**src/rtl/csc_pkg.sv**
```systemverilog
`timescale 1ns / 1ps
package csc_pkg;

  localparam int NUM_CELLS    = 262144;
  localparam int NUM_CLUSTERS = 1024;
  localparam int CL_W         = 10;
  localparam int IDX_W        = 18;
  localparam int CNT_W        = 19;
  localparam int SHR_W        = 20;
  localparam int Q_DEPTH      = 2;
  localparam int Q_AW         = $clog2(Q_DEPTH);
  localparam int DIV_STEPS    = 48;

  // request codes
  localparam logic [2:0] REQ_CELL   = 3'd0;
  localparam logic [2:0] REQ_RD_ALL = 3'd1;
  localparam logic [2:0] REQ_RD_IN  = 3'd2;
  localparam logic [2:0] REQ_RD_CL  = 3'd3;
  localparam logic [2:0] REQ_CLR    = 3'd4;

  // count slots, slot zero is the total
  localparam logic [2:0] CLS_TOTAL = 3'd0;
  localparam logic [2:0] CLS_SEED  = 3'd1;
  localparam logic [2:0] CLS_GROW  = 3'd2;
  localparam logic [2:0] CLS_TERM  = 3'd3;
  localparam logic [2:0] CLS_BELOW = 3'd4;

  // configuration register indexes
  localparam logic [1:0] CFG_SEED = 2'd0;
  localparam logic [1:0] CFG_GROW = 2'd1;
  localparam logic [1:0] CFG_CELL = 2'd2;

  typedef logic [4:0][CNT_W-1:0] cnt_arr_t;

  typedef struct packed {
    logic [2:0]       kind;
    logic [2:0]       cls;
    logic [31:0]      snr;
    logic [31:0]      mag;
    logic [IDX_W-1:0] idx;
    logic             inc;
    logic             shared;
    logic [CL_W-1:0]  prim;
    logic [CL_W-1:0]  sec;
    logic [CL_W-1:0]  rdc;
  } op_t;

  typedef struct packed {
    cnt_arr_t         cnt;
    logic [SHR_W-1:0] shr;
    logic [31:0]      max_snr;
    logic [31:0]      max_energy;
    logic [IDX_W-1:0] max_cell;
    logic             has_max;
  } res_t;

  typedef struct packed {
    logic init_busy;
  } back_stat_t;

  function automatic logic [CNT_W-1:0] sat19(input logic [CNT_W-1:0] v);
    return (&v) ? v : v + 1'b1;
  endfunction

  function automatic logic [SHR_W-1:0] sat20(input logic [SHR_W-1:0] v);
    return (&v) ? v : v + 1'b1;
  endfunction

  function automatic logic cl_ok(input logic [CL_W-1:0] c);
    return 32'(c) < NUM_CLUSTERS;
  endfunction

endpackage

```
**src/rtl/csc_queue.sv**
```systemverilog
`timescale 1ns / 1ps
module csc_queue (
  input  logic          clk,
  input  logic          rst_n,
  input  logic          push,
  input  csc_pkg::op_t  push_data,
  output logic          q_full,
  input  logic          pop,
  output logic          q_empty,
  output csc_pkg::op_t  head
);
  import csc_pkg::*;

  op_t             mem_r [Q_DEPTH];
  logic [Q_AW-1:0] wp_r, rp_r;
  logic [Q_AW:0]   cnt_r;

  assign q_full  = (32'(cnt_r) == Q_DEPTH);
  assign q_empty = (cnt_r == '0);
  assign head    = mem_r[rp_r];

  always_ff @(posedge clk) begin
    if (push) begin
      mem_r[wp_r] <= push_data;
    end
    if (!rst_n) begin
      wp_r  <= '0;
      rp_r  <= '0;
      cnt_r <= '0;
    end else begin
      if (push) wp_r <= wp_r + 1'b1;
      if (pop) rp_r <= rp_r + 1'b1;
      case ({push, pop})
        2'b10:   cnt_r <= cnt_r + 1'b1;
        2'b01:   cnt_r <= cnt_r - 1'b1;
        default: cnt_r <= cnt_r;
      endcase
    end
  end
endmodule

```
**config.mk**
```make
export PLATFORM = sky130hd
export DESIGN_NAME = csc_queue
export DESIGN_NICKNAME = d
export VERILOG_FILES = /design/src/rtl/csc_pkg.sv /design/src/rtl/csc_queue.sv
export SDC_FILE = /design/constraint.sdc
export NUM_CORES = 1
export LEC_CHECK = 0
export ABC_AREA = 1
export BUFFER_PORTS_ARGS = -buffer_cell sky130_fd_sc_hd__buf_2
export CAP_MARGIN = 30
export CORE_UTILIZATION = 45
export DETAILED_ROUTE_END_ITERATION = 7
export PLACE_DENSITY = 0.79
export SLEW_MARGIN = 0
export SYNTH_ARGS = -nofsm -noshare
export SYNTH_HDL_FRONTEND = slang
export SYNTH_SLANG_ARGS = --single-unit
```
**constraint.sdc**
```tcl
create_clock -name clk -period 11.6 [get_ports clk]
set_input_delay 2.32 -clock clk [delete_from_list [all_inputs] [get_ports clk]]
set_output_delay 2.32 -clock clk [all_outputs]
set_load 0.02 [all_outputs]
```
# Word level (Yosys, flattened, before mapping)
# Memories as Yosys holds them, arrays and structs flattened. A register that Yosys moved wholly into a read port is not among the register bits.
# Index checks and enable logic that the tools add are counted.
# totals
elab_cells	18
memories	1
output_inout_bits	122
input_bits	124
regBits	4
mem_bits_rw	240
# op_classes
muxes	5
eq_ne	3
reduce_logical	2
n_addsub	4
# mem_list
memory	depth	width	rd	rd_clocked_by_memory_dff	wr	line_no	source
mem_r	2	120	1	1	1	csc_queue.sv:14	op_t mem_r [Q_DEPTH];
# ops
op	count
$eq A2 B2 Y1 const B	2
$mux W1	4
$pmux W2 S2	1
$add A1 B1 Y1 const B	2
$add A2 B1 Y2 const B	1
$eq A2 B1 Y1 const B	1
$logic_not A2 Y1	1
$reduce_bool A2 Y1	1
$sub A2 B1 Y2 const B	1

# Logic depth before layout (Yosys ltp)
# logic_depth
word_depth	3
ltp_mapped	7
depth_no_buf	7

# Worst setup path before layout
# No wires, ideal clock.
# synth_path
path_type	input -> register
start	input port push
end	memory mem_r[0][0] (netlist name) (enable)
setup_slack_ps	3591
path_stages	2
arrival_time_ps	7405
path_cell_list	inv_1 nor2_1
# synth_between
elab_chain_len	2
# synth_lines
element	line_no	source
from (decl)	csc_queue.sv:5	input logic push,
$mux W1	csc_queue.sv:23	if (push) begin
$mux W1 (not written as such)	csc_queue.sv:24	mem_r[wp_r] <= push_data;
to (decl)	csc_queue.sv:14	
# No other way between the ends.

==> flow_metrics.py <==
metrics = {
    "critical_path": {
        "end_kind": "output port",
        "cp_num_buf_inv": 2,
        "r2r_cells": 3,
        "crit_slowest_cell": "dfxtp_4",
        "rr_startpoint": "wp_r",
        "r2r-end": "mem_r[1][53]",
        "cp_slowest_stage_delay_ps": 830,
        "path_cells": "buf_4, mux2_2, buf_2",
        "start_kind": "register",
        "cpLargestDelayFamily": "buffers and inverters",
        "path_class": "register to output port",
        "rrSetupSlack_ps": 9230,
        "worstPathMaxFanout": 63,
        "path_depth": 3,
        "crit_end": "head[56]",
        "cp.arrival_ps": 2800,
        "crit_required_ps": 9280,
    },
    "clock_tree": {
        "post_cts_buffers": 0,
        "clock_latency_ps": 490,
        "clk_pin_slew_ps": 60,
        "clock-sinks": 245,
        "cts-root-buf": "clkbuf_16",
        "hold_buffers": 0,
        "cts_buffers": 25,
        "cts_buffer_depth": 3,
        "cts_max_level": 1,
        "ctsResizeCount": 0,
        "cts_tree": "built",
    },
    "floorplanning": {
        "die_w_um": 143,
        "num_rows": 51,
        "die_h_um": 143,
        "pin_count": 246,
        "die-area_um2": 20400,
        "core_um2": 19500,
        "start_util": 0.458,
    },
    "routing": {
        "ant_nets": 0,
        "num_vias": 4613,
        "drtIter0Drc": 201,
        "drcViolationCount": 0,
        "drt-total-wl_um": 16300,
        "vias_per_cell": 4.84,
        "avgRoutedWirePerCell_um": 17.1,
        "first_pass_iters": 7,
    },
    "flow_run": {
        "drv_cap": 0,
    },
    "sta": {
        "fin_setup_tns_ps": 0,
        "skew_ps": 5.77,
        "hold_violations": 0,
        "max-slew-margin-rel": 0.377,
        "finalCritPeriodShare": 0.441,
        "max_clock_freq_ghz": 0.195,
        "worstMarginPinSlew_ps": 934,
        "slew_violations": 0,
        "period_needed_ps": 5120,
        "rsz0062_at_grt": "no",
        "finalSetupViolations": 0,
    },
    "final_layout": {
        "final_common_cell": "buf_2",
        "antennaDiodeCount": 0,
        "nets": 797,
        "multi_input_area_um2": 1460,
        "seqCellArea_um2": 7310,
        "syn2layout_area_growth_pct": 25.2,
        "drive_above_1_share": 0.589,
        "final_cell_mix": "245 x buf_2, 240 x edfxtp_1, 120 x mux2_2",
        "fillers": 1472,
        "fin_cells": 953,
    },
    "global_routing": {
        "met2_usage": 0.278,
        "grt_pass1_vias": 4766,
        "grt.met3_usage": 0.0516,
        "grt_max_degree": 74,
        "met1_usage": 0.173,
        "top_usage_layer": "met2",
        "grt_first_pass_wirelength_um": 24200,
        "grt_usage": 0.155,
        "overflow": 0,
        "antenna_found_initial": 1,
    },
    "place": {
        "buffer_ports.inserted": 245,
        "dpl.cell_count": 909,
        "gp_congestion": 0.733,
        "hpwl_um": 10800,
    },
    "logic_synthesis": {
        "synth_cell_type_count": 12,
        "synthesis.area_um2": 8920,
        "synthesis.nets": 533,
        "seq_area_frac_synth": 0.819,
        "synthCells": 408,
        "avgSynthCellArea_um2": 21.9,
        "ys_seq_elements": 245,
        "ys_warn_count": 0,
    },
    "power_and_ir_drop": {
        "ir_drop_uv": 179,
        "p_per_area_nw_per_um2": 177,
        "p_total_uw": 1970,
        "p_leak_uw": 0.00420,
    },
    "worst_hold_path": {
        "min_path_type": "register to register",
    },
    "status": {
        "status": "finished clean",
    },
}
[report_power, final]
| part | switching (uW) | internal (uW) | leakage (uW) |
|---|---|---|---|
| combinational | 118 | 80.8 | 0.00153 |
| sequential | 16.6 | 1030 | 0.00229 |
| clock | 297 | 435 | 0.000372 |
| total | 432 | 1540 | 0.00420 |
[sequential cells by signal (all words and copies together), names as in the netlist, named ones only]
signal / count
cnt_r: 2
mem_r: 240
rp_r: 1
wp_r: 1
[how the worst min path moves through the flow]
| stage | endpoint | slack, ps | from | depth (start not counted) |
|---|---|---|---|---|
| after CTS | rp_r | 540 | rp_r | 2 |
| after detailed placement | rp_r | 520 | rp_r | 2 |
| after global routing | cnt_r[1] | 580 | cnt_r[1] | 2 |
| after floorplan | register | 460 | rp_r | 2 |
| after global placement | rp_r | 480 | rp_r | 2 |
| final | rp_r | 540 | rp_r | 2 |
[kinds of logic (layout without fill, tap and decap cells)]
group / after synthesis / after routing / synth area share
simple gates: 21 / 21 / 0.00912
compound gates: 2 / 2 / 0.00112
mux: 120 / 120 / 0.152
buf+inv: 19 / 299 / 0.0175
flops: 245 / 245 / 0.819
fa+ha+maj: 1 / 1 / 0.00140
[synth_stat cells]
master / number / share of area
nor2_1: 12 / 0.0051
a21oi_1: 1 / 0.00056
inv_1: 6 / 0.0025
nand2_1: 8 / 0.0034
nand4_1: 1 / 0.00070
o21ai_0: 1 / 0.00056
buf_6: 11 / 0.014
mux2_2: 120 / 0.15
buf_2: 2 / 0.0011
dfxtp_1: 5 / 0.011
ha_1: 1 / 0.0014
edfxtp_1: 240 / 0.81
[metrics by stage]
stage / setup slack (ps) / hold WS (ps) / utilization / cell area, um^2
after global routing: 6320 / 583 / 0.574 / 11200
final: 6480 / 536 / 0.574 / 11200
after floorplan: 3590 / 463 / - / 8920
after CTS: 6430 / 537 / 0.572 / 11100
after global placement: 7020 / 479 / 0.534 / 10400
after detailed placement: 6970 / 524 / 0.534 / 10400
[worst min-delay path: cells and delay by family (launching register included)]
| kind | cells | cell delay (ps) |
|---|---|---|
| DFF | 1 | 330 |
| and+or+nand+nor | 2 | 170 |
[area by class of cell]
class | count | share of cell area
clock buffers | 29 | 0.0574
inverters | 6 | 0.00224
well taps | 265 | 0.0297
repair buffers | 250 | 0.115
flip-flops and latches | 245 | 0.655
multi-input cells | 144 | 0.131
clock inverters | 14 | 0.00997
[routing by layer]
| metal | part of all wire | wire length [um] |
|---|---|---|
| met3 | 0.088 | 1440 |
| met1 | 0.38 | 6170 |
| met4 | 0.023 | 367 |
| met2 | 0.51 | 8310 |
| met5 | 0.00074 | 12 |
(Power assumes the default switching activity.)
