### config.mk
export PLATFORM = sky130hd
export DESIGN_NAME = csc_front
export DESIGN_NICKNAME = d
export VERILOG_FILES = /design/src/rtl/csc_pkg.sv /design/src/rtl/csc_front.sv
export SDC_FILE = /design/constraint.sdc
export NUM_CORES = 1
export LEC_CHECK = 0
export ABC_AREA = 1
export BUFFER_PORTS_ARGS = -buffer_cell sky130_fd_sc_hd__buf_2
export CAP_MARGIN = 20
export CORE_ASPECT_RATIO = 0.8
export CORE_UTILIZATION = 50
export CTS_CLUSTER_SIZE = 28
export DETAILED_ROUTE_END_ITERATION = 8
export GPL_ROUTABILITY_DRIVEN = 1
export MAX_ROUTING_LAYER = met4
export PLACE_DENSITY_LB_ADDON = 0.08
export SLEW_MARGIN = 40
export SYNTH_ARGS = -nofsm -noshare
export SYNTH_HDL_FRONTEND = slang
export SYNTH_SLANG_ARGS = --single-unit
### constraint.sdc
create_clock -name clk -period 4.2 [get_ports clk]
set_input_delay 0 -clock clk [delete_from_list [all_inputs] [get_ports clk]]
set_output_delay 0 -clock clk [all_outputs]
set_load 0.01 [all_outputs]
### src/rtl/csc_pkg.sv
`timescale 1ns / 1ps
package csc_pkg;

  localparam int NUM_CELLS    = 262144;
  localparam int NUM_CLUSTERS = 1024;
  localparam int CL_W         = 10;
  localparam int IDX_W        = 18;
  localparam int CNT_W        = 19;
  localparam int SHR_W        = 20;
  localparam int Q_DEPTH      = 2;
  localparam int Q_AW         = $clog2(Q_DEPTH);
  localparam int DIV_STEPS    = 48;

  // request codes
  localparam logic [2:0] REQ_CELL   = 3'd0;
  localparam logic [2:0] REQ_RD_ALL = 3'd1;
  localparam logic [2:0] REQ_RD_IN  = 3'd2;
  localparam logic [2:0] REQ_RD_CL  = 3'd3;
  localparam logic [2:0] REQ_CLR    = 3'd4;

  // count slots, slot zero is the total
  localparam logic [2:0] CLS_TOTAL = 3'd0;
  localparam logic [2:0] CLS_SEED  = 3'd1;
  localparam logic [2:0] CLS_GROW  = 3'd2;
  localparam logic [2:0] CLS_TERM  = 3'd3;
  localparam logic [2:0] CLS_BELOW = 3'd4;

  // configuration register indexes
  localparam logic [1:0] CFG_SEED = 2'd0;
  localparam logic [1:0] CFG_GROW = 2'd1;
  localparam logic [1:0] CFG_CELL = 2'd2;

  typedef logic [4:0][CNT_W-1:0] cnt_arr_t;

  typedef struct packed {
    logic [2:0]       kind;
    logic [2:0]       cls;
    logic [31:0]      snr;
    logic [31:0]      mag;
    logic [IDX_W-1:0] idx;
    logic             inc;
    logic             shared;
    logic [CL_W-1:0]  prim;
    logic [CL_W-1:0]  sec;
    logic [CL_W-1:0]  rdc;
  } op_t;

  typedef struct packed {
    cnt_arr_t         cnt;
    logic [SHR_W-1:0] shr;
    logic [31:0]      max_snr;
    logic [31:0]      max_energy;
    logic [IDX_W-1:0] max_cell;
    logic             has_max;
  } res_t;

  typedef struct packed {
    logic init_busy;
  } back_stat_t;

  function automatic logic [CNT_W-1:0] sat19(input logic [CNT_W-1:0] v);
    return (&v) ? v : v + 1'b1;
  endfunction

  function automatic logic [SHR_W-1:0] sat20(input logic [SHR_W-1:0] v);
    return (&v) ? v : v + 1'b1;
  endfunction

  function automatic logic cl_ok(input logic [CL_W-1:0] c);
    return 32'(c) < NUM_CLUSTERS;
  endfunction

endpackage

### src/rtl/csc_front.sv
`timescale 1ns / 1ps
module csc_front (
  input  logic                       clk,
  input  logic                       rst_n,
  input  logic                       push,
  output logic                       full,
  input  logic [2:0]                 in_req_type,
  input  logic [csc_pkg::IDX_W-1:0]  in_cell_index,
  input  logic signed [31:0]         in_energy,
  input  logic [31:0]                in_noise,
  input  logic                       in_in_cluster,
  input  logic                       in_is_shared,
  input  logic [csc_pkg::CL_W-1:0]   in_primary_cluster,
  input  logic [csc_pkg::CL_W-1:0]   in_secondary_cluster,
  input  logic [csc_pkg::CL_W-1:0]   in_read_cluster,
  input  logic                       cfg_we,
  input  logic [1:0]                 cfg_index,
  input  logic [31:0]                cfg_data,
  input  csc_pkg::back_stat_t        bstat,
  input  logic                       q_full,
  output logic                       q_push,
  output csc_pkg::op_t               q_data
);
  import csc_pkg::*;

  typedef enum logic [1:0] {F_IDLE, F_DIV, F_PUSH} fst_t;

  fst_t        st_r, st_nxt;
  op_t         op_r, op_nxt;
  logic [31:0] noise_r, noise_nxt;
  logic [31:0] rem_r, rem_nxt;
  logic [47:0] dq_r, dq_nxt;
  logic [5:0]  cnt_r, cnt_nxt;
  logic [31:0] seed_thr_r, grow_thr_r, cell_thr_r;
  logic [31:0] mag;
  logic [32:0] shifted;
  logic [33:0] sub;
  logic        ge;
  logic [47:0] step_dq;
  logic        accept;

  assign full   = (st_r != F_IDLE) || bstat.init_busy;
  assign accept = push && !full;
  assign mag    = in_energy[31] ? (~in_energy + 32'd1) : in_energy;

  // one restoring division step per cycle
  assign shifted = {rem_r, dq_r[47]};
  assign sub     = {1'b0, shifted} - {2'b0, noise_r};
  assign ge      = ~sub[33];
  assign step_dq = {dq_r[46:0], ge};

  always_comb begin
    q_data = op_r;
    if (op_r.snr > seed_thr_r)      q_data.cls = CLS_SEED;
    else if (op_r.snr > grow_thr_r) q_data.cls = CLS_GROW;
    else if (op_r.snr > cell_thr_r) q_data.cls = CLS_TERM;
    else                            q_data.cls = CLS_BELOW;
  end

  always_comb begin
    st_nxt    = st_r;
    op_nxt    = op_r;
    noise_nxt = noise_r;
    rem_nxt   = rem_r;
    dq_nxt    = dq_r;
    cnt_nxt   = cnt_r;
    q_push    = 1'b0;
    case (st_r)
      F_IDLE: begin
        if (accept) begin
          op_nxt.kind   = in_req_type;
          op_nxt.cls    = CLS_BELOW;
          op_nxt.snr    = 32'hFFFF_FFFF;
          op_nxt.mag    = mag;
          op_nxt.idx    = in_cell_index;
          op_nxt.inc    = in_in_cluster;
          op_nxt.shared = in_is_shared;
          op_nxt.prim   = in_primary_cluster;
          op_nxt.sec    = in_is_shared ? in_secondary_cluster : in_primary_cluster;
          op_nxt.rdc    = in_read_cluster;
          noise_nxt     = in_noise;
          rem_nxt       = '0;
          dq_nxt        = {mag, 16'd0};
          cnt_nxt       = 6'(DIV_STEPS - 1);
          case (in_req_type)
            REQ_CELL: begin
              if (32'(in_cell_index) < NUM_CELLS) begin
                st_nxt = (in_noise == '0) ? F_PUSH : F_DIV;
              end
            end
            REQ_RD_ALL, REQ_RD_IN, REQ_RD_CL, REQ_CLR: st_nxt = F_PUSH;
            default: st_nxt = F_IDLE;
          endcase
        end
      end
      F_DIV: begin
        rem_nxt = ge ? sub[31:0] : shifted[31:0];
        dq_nxt  = step_dq;
        cnt_nxt = cnt_r - 1'b1;
        if (cnt_r == '0) begin
          op_nxt.snr = (step_dq[47:32] != '0) ? 32'hFFFF_FFFF : step_dq[31:0];
          st_nxt     = F_PUSH;
        end
      end
      F_PUSH: begin
        if (!q_full) begin
          q_push = 1'b1;
          st_nxt = F_IDLE;
        end
      end
      default: st_nxt = F_IDLE;
    endcase
  end

  always_ff @(posedge clk) begin
    op_r    <= op_nxt;
    noise_r <= noise_nxt;
    rem_r   <= rem_nxt;
    dq_r    <= dq_nxt;
    cnt_r   <= cnt_nxt;
    if (!rst_n) begin
      st_r       <= F_IDLE;
      seed_thr_r <= 32'h0004_0000;
      grow_thr_r <= 32'h0002_0000;
      cell_thr_r <= 32'h0;
    end else begin
      st_r <= st_nxt;
      if (cfg_we) begin
        case (cfg_index)
          CFG_SEED: seed_thr_r <= cfg_data;
          CFG_GROW: grow_thr_r <= cfg_data;
          CFG_CELL: cell_thr_r <= cfg_data;
          default:  ;
        endcase
      end
    end
  end
endmodule

Word-level counts from Yosys, hierarchy flattened --
Cells that the tools add are included.
Cells by class: $add $sub $neg 3, $mul 0, div/mod/pow operators 0, order comparisons 3, eq/ne operators 11, shift operators 0, multiplexer cells 24, bitwise gates (word level) 2, reduce and logical (&&, ||, !) cells 19
Operator list (count):
- two-way mux 32 bit | 5
- case mux 32 bit (2 select lines) | 2
- two-way mux 114 bit | 1
- > comparator 32 bit | 3
- case mux 48 bit (2 select lines) | 1
- two-way mux 48 bit | 1
- subtractor 33 x 32 -> 34 bit | 1
- adder 32 x 1 -> 32 bit (second input constant) | 1
- logical NOT 32 bit | 1
- NOT 32 bit | 1
- nonzero test 16 bit | 1
- case mux 6 bit (2 select lines) | 1
- two-way mux 10 bit | 1
- AND reduction 2 bit | 5
- two-way mux 3 bit | 3
- two-way mux 2 bit | 4
- equality test 3 x 2 -> 1 bit (second input constant) | 2
- logical NOT 6 bit | 1
- two-way mux 6 bit | 1
- inequality test 2 bit (second input constant) | 3
- case mux 2 bit (3 select lines) | 1
- AND reduction 3 bit | 2
- subtractor 6 x 1 -> 6 bit (second input constant) | 1
- equality test 2 x 1 -> 1 bit (second input constant) | 2
- 13 further kinds | 17
Storage, ports and cells: flip-flop bits (word level) 333, latch bits 0, RAM bits 0, memory bits (read-only) 0, output and inout bits 122, memories 0

Logic depth before layout (Yosys ltp) --
depth after elaboration 6, mapped depth 16

Least setup slack after synthesis --
OpenSTA, ideal clock, no wires.
path type register to register, from register st_r[0], to register op_r, in the netlist q_data[100], enable pin, data arrival time 3517 ps, setup slack 296 ps, cell stages (with the launch flop) 7, cell sequence dfxtp_1 > inv_1 > nor2_1 > inv_1 > nand2_1 > nand2_1 > inv_1
Between the ends: word-level cells in the longest chain between the ends 6, elaborated cells on any way between the ends 10
Ends and longest elaborated chain:
- from (decl) | RTL line csc_front.sv:28 | fst_t st_r, st_nxt;
- from (signal assigned) | RTL line csc_front.sv:127 | st_r <= st_nxt;
- nonzero test 2 bit | RTL line csc_front.sv:42 | assign full = (st_r != F_IDLE) || bstat.init_busy;
- logical OR 1 bit | RTL line csc_front.sv:42
- logical NOT 1 bit | RTL line csc_front.sv:43 | assign accept = push && !full;
- logical AND 1 bit | RTL line csc_front.sv:43
- inequality test 2 bit (no source line)
- AND reduction 3 bit (no source line) *
- to (signal assigned) | RTL line csc_front.sv:116 | op_r <= op_nxt;
- to (decl) | RTL line csc_front.sv:29 | op_t op_r, op_nxt;
Every way passes the cells marked *; elsewhere a longest branch is shown, timed or not. A chain may end at the register's enable or synchronous reset.

==> results.tsv <==
stage	metric	value	unit
status	status	complete, no violations	
timing	drv_slew	0	
detailed_routing	via_per_inst	5.06	
logic_synthesis	ys_seq_area_share	49.4	%
die	fp.dieW	216	µm
logic_synthesis	ys_types	45	
die	ios	279	
global_route	grt_usage	27.7	%
timing	maxSlewHeadroom	47.8	%
placed_design	gp_congestion	0.961	
clock_network	clkLatencyLatePin	550	ps
detailed_routing	wl_per_cell	16.1	µm
detailed_routing	top_layer	met4	
detailed_routing	met2WireLength	22.1	mm
clock_network	cts_buffer_depth	3	
global_route	grt_pass1_wl	79.4	mm
clock_network	postCtsResizedCells	0	
die	coreArea	35900	µm²
timing	setup_viol	0	
worst_setup_path	reg2reg_from	rem_r[17]$_SDFFCE_PN0P_	
logic_synthesis	yosysWarnings	0	
worst_setup_path	cp.buffers_inverters	3	
worst_setup_path	arrival	2870	ps
timing	fin_worst_skew	15.8	ps
detailed_routing	drtAntennaViolNets	0	
worst_setup_path	crit_end	q_data[114]	
die	dieArea	37300	µm²
worst_setup_path	critical_path.max_fanout	4	
worst_setup_path	cp_cell_sequence	ha_1, nand2_1, nor2_1, nor3b_1, nand2_1, inv_1, nand2_1, a21oi_1, inv_1, nand2_1, buf_2	
timing	fmax	0.349	GHz
worst_setup_path	cpPeakStageDelay	530	ps
logic_synthesis	synthesis.area	18300	µm²
die	die_y	173	µm
min_path	hp-class	in -> reg	
logic_synthesis	async_flop_share	0	%
clock_network	cts_buffers	36	
placed_design	port_buffers	278	
logic_synthesis	synth-main-ff-cell	edfxtp_1	
final_layout	fin_area	23000	µm²
timing	period_needed	2870	ps
job	maxCapViolations	0	
detailed_routing	first_pass_iters	7	
clock_network	cts_tree	done	
clock_network	clockRootBuffer	clkbuf_16	
final_layout	area.growth.synth_to_final	26.2	%
detailed_routing	vias	15733	
clock_network	path_clk_slew	60	ps
logic_synthesis	synth-edff-count	235	
worst_setup_path	cpLargestDelayFamily	simple AND/OR/NAND/NOR gates	
detailed_routing	routed_wl	50.1	mm
placed_design	place_area	20100	µm²
detailed_routing	dr_wl_met3	2.60	mm
logic_synthesis	ys_ff_latch	333	
clock_network	post_cts_buffers	0	
logic_synthesis	syn_avg_cell_area	8.41	µm²
timing	fin_crit_sh	68.3	%
worst_setup_path	critPathKind	reg -> out	
worst_setup_path	cp-start-kind	register	
pwr	ir_worst_vdd	272	µV
clock_network	cts.sinks	333	
worst_setup_path	worstSetupPathDepth	11	
placed_design	detailed_place_hpwl	35.6	mm
pwr	p_leak	10.6	nW
timing	tns	0	ps
global_route	grt_max_degree	85	
detailed_routing	drc_errors	0	
worst_setup_path	worst_ep_required_time	4200	ps
logic_synthesis	syn_nets	2458	
global_route	grt-ovfl-total	0	
logic_synthesis	synth_cells	2169	
timing	rsz0062_at_grt	no	
pwr	power_density	375	nW/µm²
worst_setup_path	rr_endpoint	rem_r[30]$_SDFFCE_PN0P_	
worst_setup_path	rr_worst_depth	13	
final_layout	drive_gt1_share	15.1	%
clock_network	htree_levels	2	
timing	hold_ws	76.4	ps
die	start_util	50.8	%
die	rows	62	
detailed_routing	drtIter0Drc	1214	
global_route	antenna_found_initial	1	
worst_setup_path	crit_path_start	q_data[113]$_DFFE_PP_	
global_route	grt_pass1_vias	15186	
worst_setup_path	cpMostUsedCell	nand2_1	
detailed_routing	wl_met1	24.1	mm
final_layout	nNetsFinal	2893	
timing	worst_pin_slew	782	ps
worst_setup_path	end_kind	primary output	
timing	hold_viol	0	
worst_setup_path	rrSetupSlack	1610	ps
worst_setup_path	crit_path_top_delay_cell	edfxtp_1	
-- routing by layer --
metal	vias to the layer above	global-route usage [%]
met5	-	-
met4	0	8.45
met3	91	3.92
met2	461	41.2
met1	7266	39.1
li1	7915	-
-- registers in the layout (all words and copies together) (netlist names) --
register,flops
cell_thr_r,32
cnt_r,6
dq_r,48
grow_thr_r,32
noise_r,32
q_data,117
rem_r,32
seed_thr_r,32
st_r,2
-- tightest hold or removal path: cells and delay by family --
kind,cells,cell delay (ps)
AOI/OAI and AO/OA,1,40
and+or+nand+nor,3,420
buffers and inverters,1,100
-- how the worst min path moves through the flow --
stage	startpoint	depth (start not counted)	slack (ps)	end
finish	push	5	80	st_r[1]$_SDFFE_PN0P_
global route	in_energy[26]	5	80	q_data[76]$_DFFE_PP_
CTS	push	5	30	st_r[1]$_SDFFE_PN0P_
detailed placement	in_cell_index[4]	1	180	q_data[36]$_DFFE_PP_
global placement	in_read_cluster[5]	1	180	q_data[5]$_DFFE_PP_
floorplan	q_full	1	50	q_push
-- synthesized netlist by cell type, types with 2 or more instances --
cell | count | area share [%]
o211ai_1 | 4 | 0.16
xor2_1 | 29 | 1.4
o21a_1 | 7 | 0.29
nor4_1 | 8 | 0.27
nor2_4 | 2 | 0.12
nor2_2 | 14 | 0.48
and2_1 | 5 | 0.17
inv_1 | 358 | 7.4
nand2_2 | 9 | 0.31
clkbuf_1 | 50 | 1.0
edfxtp_1 | 235 | 39
xnor2_1 | 6 | 0.29
inv_2 | 6 | 0.12
buf_6 | 3 | 0.19
mux2_2 | 10 | 0.62
dfxtp_1 | 98 | 11
o21ai_0 | 152 | 4.2
clkinv_1 | 3 | 0.062
or2_2 | 3 | 0.10
nand3b_1 | 19 | 0.78
o21ai_1 | 5 | 0.14
ha_1 | 131 | 9.0
nor3_1 | 10 | 0.27
nand3_1 | 70 | 1.9
nand2_1 | 534 | 11
nor2_1 | 195 | 4.0
a21oi_1 | 157 | 4.3
nand3_2 | 2 | 0.11
a31oi_1 | 3 | 0.10
nand4_1 | 26 | 0.89
-- cell families (layout without fill, tap and decap cells) --
logic type | count (synthesis) | count (layout) | synth area share [%]
multiplexers | 10 | 10 | 0.617
flip-flops | 333 | 333 | 49.4
AO/OA/AOI/OAI | 334 | 334 | 9.47
XOR/XNOR | 35 | 35 | 1.68
AND/OR/NAND/NOR | 901 | 901 | 20.8
adder cells (fa/ha/maj) | 132 | 132 | 9.09
buffers and inverters | 424 | 885 | 8.97
other | 0 | 1 | 0
-- area by class of cell --
| class | count | area (µm²) |
|---|---|---|
| sequential | 333 | 9020 |
| clock inverter | 20 | 309 |
| clock buffer | 44 | 952 |
| antenna | 1 | 2.50 |
| tap | 480 | 601 |
| timing repair buffer | 453 | 3130 |
| multi-input combinational | 1412 | 7630 |
| inverter | 368 | 1390 |
| fill | 3087 | 12900 |
-- through the flow --
step / instances / total power, mW / setup slack [ps] / utilization (%)
finish: 3111 / 8.63 / 1330 / 64.1
CTS: 3110 / 8.69 / 1260 / 64.1
global placement: 2879 / 5.11 / 1630 / 55.9
detailed placement: 2879 / 5.14 / 1640 / 55.9
floorplan: 2169 / 4.70 / 296 / -
global route: 3111 / 9.01 / 1160 / 64.1
-- where the power goes --
part	switching (mW)	internal [mW]	total, mW
logic	0.846	0.545	1.39
registers	0.0959	3.74	3.83
clock network	1.34	2.06	3.40
total	2.29	6.34	8.63
-- layout by cell type, fill, tap and decap left out, types with 37 or more instances in the layout --
cell type / netlist / final
a21oi_1: 157 / 157
dlygate4sd3_1: 0 / 167
inv_1: 358 / 356
clkbuf_16: 0 / 37
buf_2: 1 / 277
o21ai_0: 152 / 152
edfxtp_1: 235 / 235
dfxtp_1: 98 / 98
nand2_1: 534 / 532
nor2_1: 195 / 194
ha_1: 131 / 131
nand3_1: 70 / 70
-- repair_timing --
action / in CTS / in global routing
setup endpoints to repair: 0 / 0
hold buffers: 167 / 0
hold endpoints to repair: 235 / 0
Note: power is estimated with default switching activity, not from simulation.
